## src/rtl/shr_pkg.sv

```systemverilog
package shr_pkg;

    localparam int DEPTH_DEF      = 64;
    localparam int FRAME_BITS_DEF = 48;
    localparam int SIZE_BITS      = 25;
    localparam int LIMIT_BITS     = 31;
    localparam int INTV_BITS      = 16;
    localparam int DISC_BITS      = 32;
    localparam int CFG_IDX_BITS   = 2;
    localparam int CFG_DATA_BITS  = 31;
    localparam logic [LIMIT_BITS-1:0] LIMIT_RESET = 31'd1073741824;
    localparam logic [INTV_BITS-1:0]  INTV_RESET  = 16'd1;

    typedef enum logic [1:0] {
        OP_CAPTURE = 2'd0,
        OP_TAKE    = 2'd1,
        OP_QUERY   = 2'd2,
        OP_CLEAR   = 2'd3
    } op_t;

    localparam logic [CFG_IDX_BITS-1:0] CFG_ENABLED  = 2'd0;
    localparam logic [CFG_IDX_BITS-1:0] CFG_LIMIT    = 2'd1;
    localparam logic [CFG_IDX_BITS-1:0] CFG_INTERVAL = 2'd2;

    typedef enum logic [3:0] {
        ST_IDLE,
        ST_READ_NEWEST,
        ST_DECIDE,
        ST_DROP_READ,
        ST_DROP,
        ST_MOD,
        ST_TAKE_READ,
        ST_TAKE_CHECK,
        ST_TRIM_READ,
        ST_TRIM,
        ST_OUT
    } state_t;

    // commands from controller to datapath
    typedef struct packed {
        logic load;        // latch input item
        logic rd_newest;   // read slot of newest entry
        logic rd_oldest;   // read slot of oldest entry
        logic drop_oldest; // evict oldest (uses read data)
        logic drop_newest; // discard newest (uses read data)
        logic pop_newest;  // pop newest as result
        logic write_new;   // append captured entry
        logic clear;       // empty ring
        logic mod_start;
        logic mod_step;
        logic set_rewind;
        logic set_due;
        logic out_load;
    } cmd_t;

    typedef struct packed {
        op_t  op;
        logic empty;
        logic full;
        logic cap_ok;      // capture passes basic checks
        logic newer;       // input frame newer than read entry
        logic over_limit;  // byte total above limit
        logic rewind_ok;
        logic mod_done;
        logic mod_zero;
    } status_t;

endpackage

```

## src/rtl/shr_ctrl.sv

```systemverilog
module shr_ctrl (
    input  logic              aclk,
    input  logic              aresetn,
    input  logic              in_valid,
    output logic              in_ready,
    output logic              out_valid,
    input  logic              out_ready,
    input  shr_pkg::status_t  status,
    output shr_pkg::cmd_t     cmd
);

    shr_pkg::state_t state_reg, state_next;
    logic            ovalid_reg, ovalid_next;

    always_ff @(posedge aclk) begin
        if (!aresetn) begin
            state_reg  <= shr_pkg::ST_IDLE;
            ovalid_reg <= 1'b0;
        end else begin
            state_reg  <= state_next;
            ovalid_reg <= ovalid_next;
        end
    end

    assign out_valid = ovalid_reg;
    assign in_ready  = (state_reg == shr_pkg::ST_IDLE);

    always_comb begin
        state_next  = state_reg;
        ovalid_next = ovalid_reg;
        cmd         = '0;
        if (ovalid_reg && out_ready) begin
            ovalid_next = 1'b0;
        end
        unique case (state_reg)
            shr_pkg::ST_IDLE: begin
                if (in_valid) begin
                    cmd.load   = 1'b1;
                    state_next = shr_pkg::ST_READ_NEWEST;
                end
            end
            shr_pkg::ST_READ_NEWEST: begin
                unique case (status.op)
                    shr_pkg::OP_CLEAR: begin
                        cmd.clear  = 1'b1;
                        state_next = shr_pkg::ST_OUT;
                    end
                    shr_pkg::OP_TAKE: begin
                        cmd.rd_newest = 1'b1;
                        state_next    = shr_pkg::ST_TAKE_READ;
                    end
                    default: begin
                        cmd.rd_newest = 1'b1;
                        cmd.mod_start = 1'b1;
                        state_next    = shr_pkg::ST_DECIDE;
                    end
                endcase
            end
            shr_pkg::ST_DECIDE: begin
                // newest entry's frame is on the read port now
                if (status.op == shr_pkg::OP_CAPTURE) begin
                    if (status.cap_ok && (status.empty || status.newer)) begin
                        if (status.full) begin
                            cmd.rd_oldest = 1'b1;
                            state_next    = shr_pkg::ST_DROP_READ;
                        end else begin
                            cmd.write_new = 1'b1;
                            state_next    = shr_pkg::ST_TRIM_READ;
                        end
                    end else begin
                        state_next = shr_pkg::ST_OUT;
                    end
                end else begin
                    if (status.empty || status.newer) begin
                        cmd.set_due = 1'b1;
                    end
                    cmd.rd_oldest = 1'b1;
                    state_next    = shr_pkg::ST_MOD;
                end
            end
            shr_pkg::ST_DROP_READ: begin
                // keep the oldest slot on the read port for the drop
                cmd.rd_oldest = 1'b1;
                state_next    = shr_pkg::ST_DROP;
            end
            shr_pkg::ST_DROP: begin
                cmd.drop_oldest = 1'b1;
                cmd.write_new   = 1'b1;
                state_next      = shr_pkg::ST_TRIM_READ;
            end
            shr_pkg::ST_MOD: begin
                // oldest frame stays on the read port for the rewind test
                cmd.rd_oldest = 1'b1;
                if (status.mod_done) begin
                    cmd.set_rewind = 1'b1;
                    state_next     = shr_pkg::ST_OUT;
                end else begin
                    cmd.mod_step = 1'b1;
                end
            end
            shr_pkg::ST_TAKE_READ: begin
                state_next = shr_pkg::ST_TAKE_CHECK;
            end
            shr_pkg::ST_TAKE_CHECK: begin
                if (status.empty) begin
                    state_next = shr_pkg::ST_OUT;
                end else if (!status.newer) begin
                    cmd.drop_newest = 1'b1;
                    state_next      = shr_pkg::ST_READ_NEWEST;
                end else begin
                    cmd.pop_newest = 1'b1;
                    state_next     = shr_pkg::ST_OUT;
                end
            end
            shr_pkg::ST_TRIM_READ: begin
                cmd.rd_oldest = 1'b1;
                state_next    = shr_pkg::ST_TRIM;
            end
            shr_pkg::ST_TRIM: begin
                if (status.over_limit && !status.empty) begin
                    cmd.drop_oldest = 1'b1;
                    state_next      = shr_pkg::ST_TRIM_READ;
                end else begin
                    state_next = shr_pkg::ST_OUT;
                end
            end
            shr_pkg::ST_OUT: begin
                if (!ovalid_reg || out_ready) begin
                    cmd.out_load = 1'b1;
                    ovalid_next  = 1'b1;
                    state_next   = shr_pkg::ST_IDLE;
                end
            end
            default: begin
                state_next = shr_pkg::ST_IDLE;
            end
        endcase
    end

endmodule

```

## config.mk

```make
export PLATFORM = sky130hd
export DESIGN_NAME = shr_ctrl
export DESIGN_NICKNAME = d
export VERILOG_FILES = /design/src/rtl/shr_pkg.sv /design/src/rtl/shr_ctrl.sv
export SDC_FILE = /design/constraint.sdc
export NUM_CORES = 1
export LEC_CHECK = 0
export BUFFER_PORTS_ARGS = -buffer_cell sky130_fd_sc_hd__clkbuf_2
export CAP_MARGIN = 40
export CELL_PAD_IN_SITES_DETAIL_PLACEMENT = 1
export CELL_PAD_IN_SITES_GLOBAL_PLACEMENT = 2
export CORE_MARGIN = 10
export CORE_UTILIZATION = 24
export CTS_CLUSTER_DIAMETER = 150
export DETAILED_ROUTE_END_ITERATION = 8
export PLACE_DENSITY_LB_ADDON = 0.05
export SYNTH_ARGS = -nofsm -noshare
export SYNTH_HDL_FRONTEND = slang
export SYNTH_SLANG_ARGS = --single-unit
```

## constraint.sdc

```tcl
create_clock -name aclk -period 3.1 [get_ports aclk]
set_input_delay 0.465 -clock aclk [delete_from_list [all_inputs] [get_ports aclk]]
set_output_delay 0.465 -clock aclk [all_outputs]
set_load 0.005 [all_outputs]
```

==> results.yml <==
run_status:
  outcome: "finished, final reports clean"
synth:
  async_flop_share: 0
  mappedNetlistArea_um2: 608
  syn_nets: 100
  synth_top_cell_by_area: "dfxtp_1"
  synth-seq-area-share: 0.165
  ys_warn_count: 0
  synth-edff-count: 0
  avgSynthCellArea_um2: 7.07
  synth_area_leaders: "dfxtp_1 16%, nor2_1 8.0%, nor2b_1 7.2%"
  yosys.area.top_type_share: 0.165
  synthCells: 86
  ys.flop_type: "dfxtp_1"
  ys_ff_latch: 5
  yosysUniqueCellTypes: 35
sta:
  setup_viol: 0
  max_slew_margin: 0.525
  hold_viol_final: 0
  max_freq_mhz: 466
  clock_skew_ns: 0.000423
  rsz0062_at_grt: "no"
  period_minus_slack_ns: 2.15
  drv_slew: 0
  tns_ns: 0
  post-route-period-util: 0.692
  tightest_slew_ns: 0.712
route:
  wl_per_cell_um: 15.3
  drtIter0Drc: 18
  ant_nets: 0
  vias: 709
  vias_per_cell: 4.99
  first_pass_iters: 4
  drc: 0
  drt_wl_total_mm: 2.17
finish:
  drive_above_1_share: 0.313
  area.growth.synth_to_final_pct: 26.1
  largest_register_ffs: 4
  layout_common_cells: "26 x clkbuf_2, 13 x nor2_1, 7 x nor2b_1"
  antenna_cells: 0
  fin_area_um2: 767
  nNetsFinal: 127
  fin_cells: 142
  final_common_cell: "clkbuf_2"
clocking:
  clkLatencyLatePin_ns: 0.24
  root_buffer: "clkbuf_4"
  cts_tree: "done"
  clk_pin_slew_ns: 0.04
  ctsHoldBuffers: 0
  ctsResizeCount: 0
  post_cts.repair.setup_buffers: 0
  h-tree-depth: 1
  cts_made_buffers: 3
  clkSinkCount: 5
  cts_max_path_buffers: 2
global_routing:
  track_usage: 0.0865
  antenna_found_initial: 0
  grt_pass1_wl_mm: 3.64
  grt_max_degree: 18
  overflow: 0
  grt_pass1_vias: 750
setup_path:
  r2r_slack_ns: 1.40
  cp-endpoint: "cmd[6]"
  reg2reg_from: "state_reg[1]$_SDFFE_PN0P_"
  startpoint_type: "register"
  critPathMaxStageDelay_ns: 0.64
  rr_endpoint: "state_reg[0]$_SDFFE_PN0P_"
  startpoint: "state_reg[0]$_SDFFE_PN0P_"
  end_kind: "primary output"
  crit_arrival_ns: 1.68
  worstPathRequired_ns: 2.63
  crit_fanout: 15
  r2r_cells: 4
  crit_slowest_cell: "dfxtp_1"
  crit_chain: "inv_1 -> and3_1 -> a32o_1 -> clkbuf_2"
  critical_path_class: "register to primary output"
die:
  initial_core_util: 0.248
  die_h_um: 70.3
  core_area_mm2: 0.00245
  dieWidth_um: 70.3
  die_area_mm2: 0.00495
  rows: 18
  io_pins: 29
hold_path:
  hold_path_class: "input port to register"
power:
  leakagePower_nw: 0.323
  power.density_mw_per_mm2: 749
  vdd_drop_max_uv: 365
placement:
  place_hpwl_mm: 1.75
  dpl_cell_area_um2: 741
  portBuffers: 26
  gp_congestion: 0.724
  dp_cells: 138
job:
  drv_cap: 0
## cell usage after synthesis (2+ instances only)
library cell	instances
nor3_1	3
nand2b_1	4
nand3_1	5
a31oi_1	3
a21oi_1	6
nor2_1	13
and2_1	2
nor3b_1	2
nor2b_1	7
o211ai_1	3
o21ai_0	2
and3_1	2
inv_1	2
dfxtp_1	5
nand2_1	6
buf_6	2
## power breakdown
part / switching (mW) / total (mW) / internal (mW)
registers: 0.0792 / 0.163 / 0.0843
clock network: 0.0247 / 0.0732 / 0.0485
logic: 0.171 / 0.338 / 0.167
## routing by layer
layer | vias up | wire, um | GRT usage
li1 | 362 | - | -
met1 | 331 | 981 | 0.0998
met2 | 14 | 1040 | 0.141
met3 | 2 | 142 | 0.0353
met4 | 0 | 6 | 0.0263
met5 | - | 0 | 0
## logic make-up after synthesis
logic type      Yosys count  synth area share
buf+inv                   6            0.0700
flops                     5             0.165
compound gates           23             0.259
simple gates             52             0.506
## worst min-delay path by stage
stage | start | end | cells after the start
after floorplan | out_valid$_SDFF_PN0_ | out_valid$_SDFF_PN0_ | 2
after global placement | out_valid$_SDFF_PN0_ | out_valid$_SDFF_PN0_ | 2
after detailed placement | out_valid$_SDFF_PN0_ | out_valid$_SDFF_PN0_ | 2
after CTS | aresetn | state_reg[2]$_SDFFE_PN0P_ | 2
after global routing | aresetn | state_reg[2]$_SDFFE_PN0P_ | 2
final | aresetn | state_reg[2]$_SDFFE_PN0P_ | 2
## through the flow
step / utilization / setup slack, ns / total power, mW / hold slack, ns
3_5_place_dp: 0.302 / 1.20 / 0.505 / 0.578
5_1_grt: 0.312 / 0.764 / 0.640 / 0.489
4_1_cts: 0.312 / 0.929 / 0.586 / 0.474
3_3_place_gp: 0.302 / 1.17 / 0.506 / 0.568
6_report: 0.312 / 0.955 / 0.575 / 0.481
2_1_floorplan: - / 1.60 / 0.400 / 0.550
## critical path: cells and delay by family, from the launching register on
family | cells | cell delay, ns
buf+inv | 2 | 0.32
flops | 1 | 0.64
simple gates | 1 | 0.23
compound gates | 1 | 0.26
## cell type report
cell class / instances / area (um^2)
Fill cell: 341 / 1690
Tap cell: 30 / 37.5
Multi-Input combinational cell: 75 / 465
Clock buffer: 4 / 26.3
Inverter: 2 / 7.51
Sequential cell: 5 / 100
Timing Repair Buffer: 26 / 130
(Power assumes the default switching activity.)
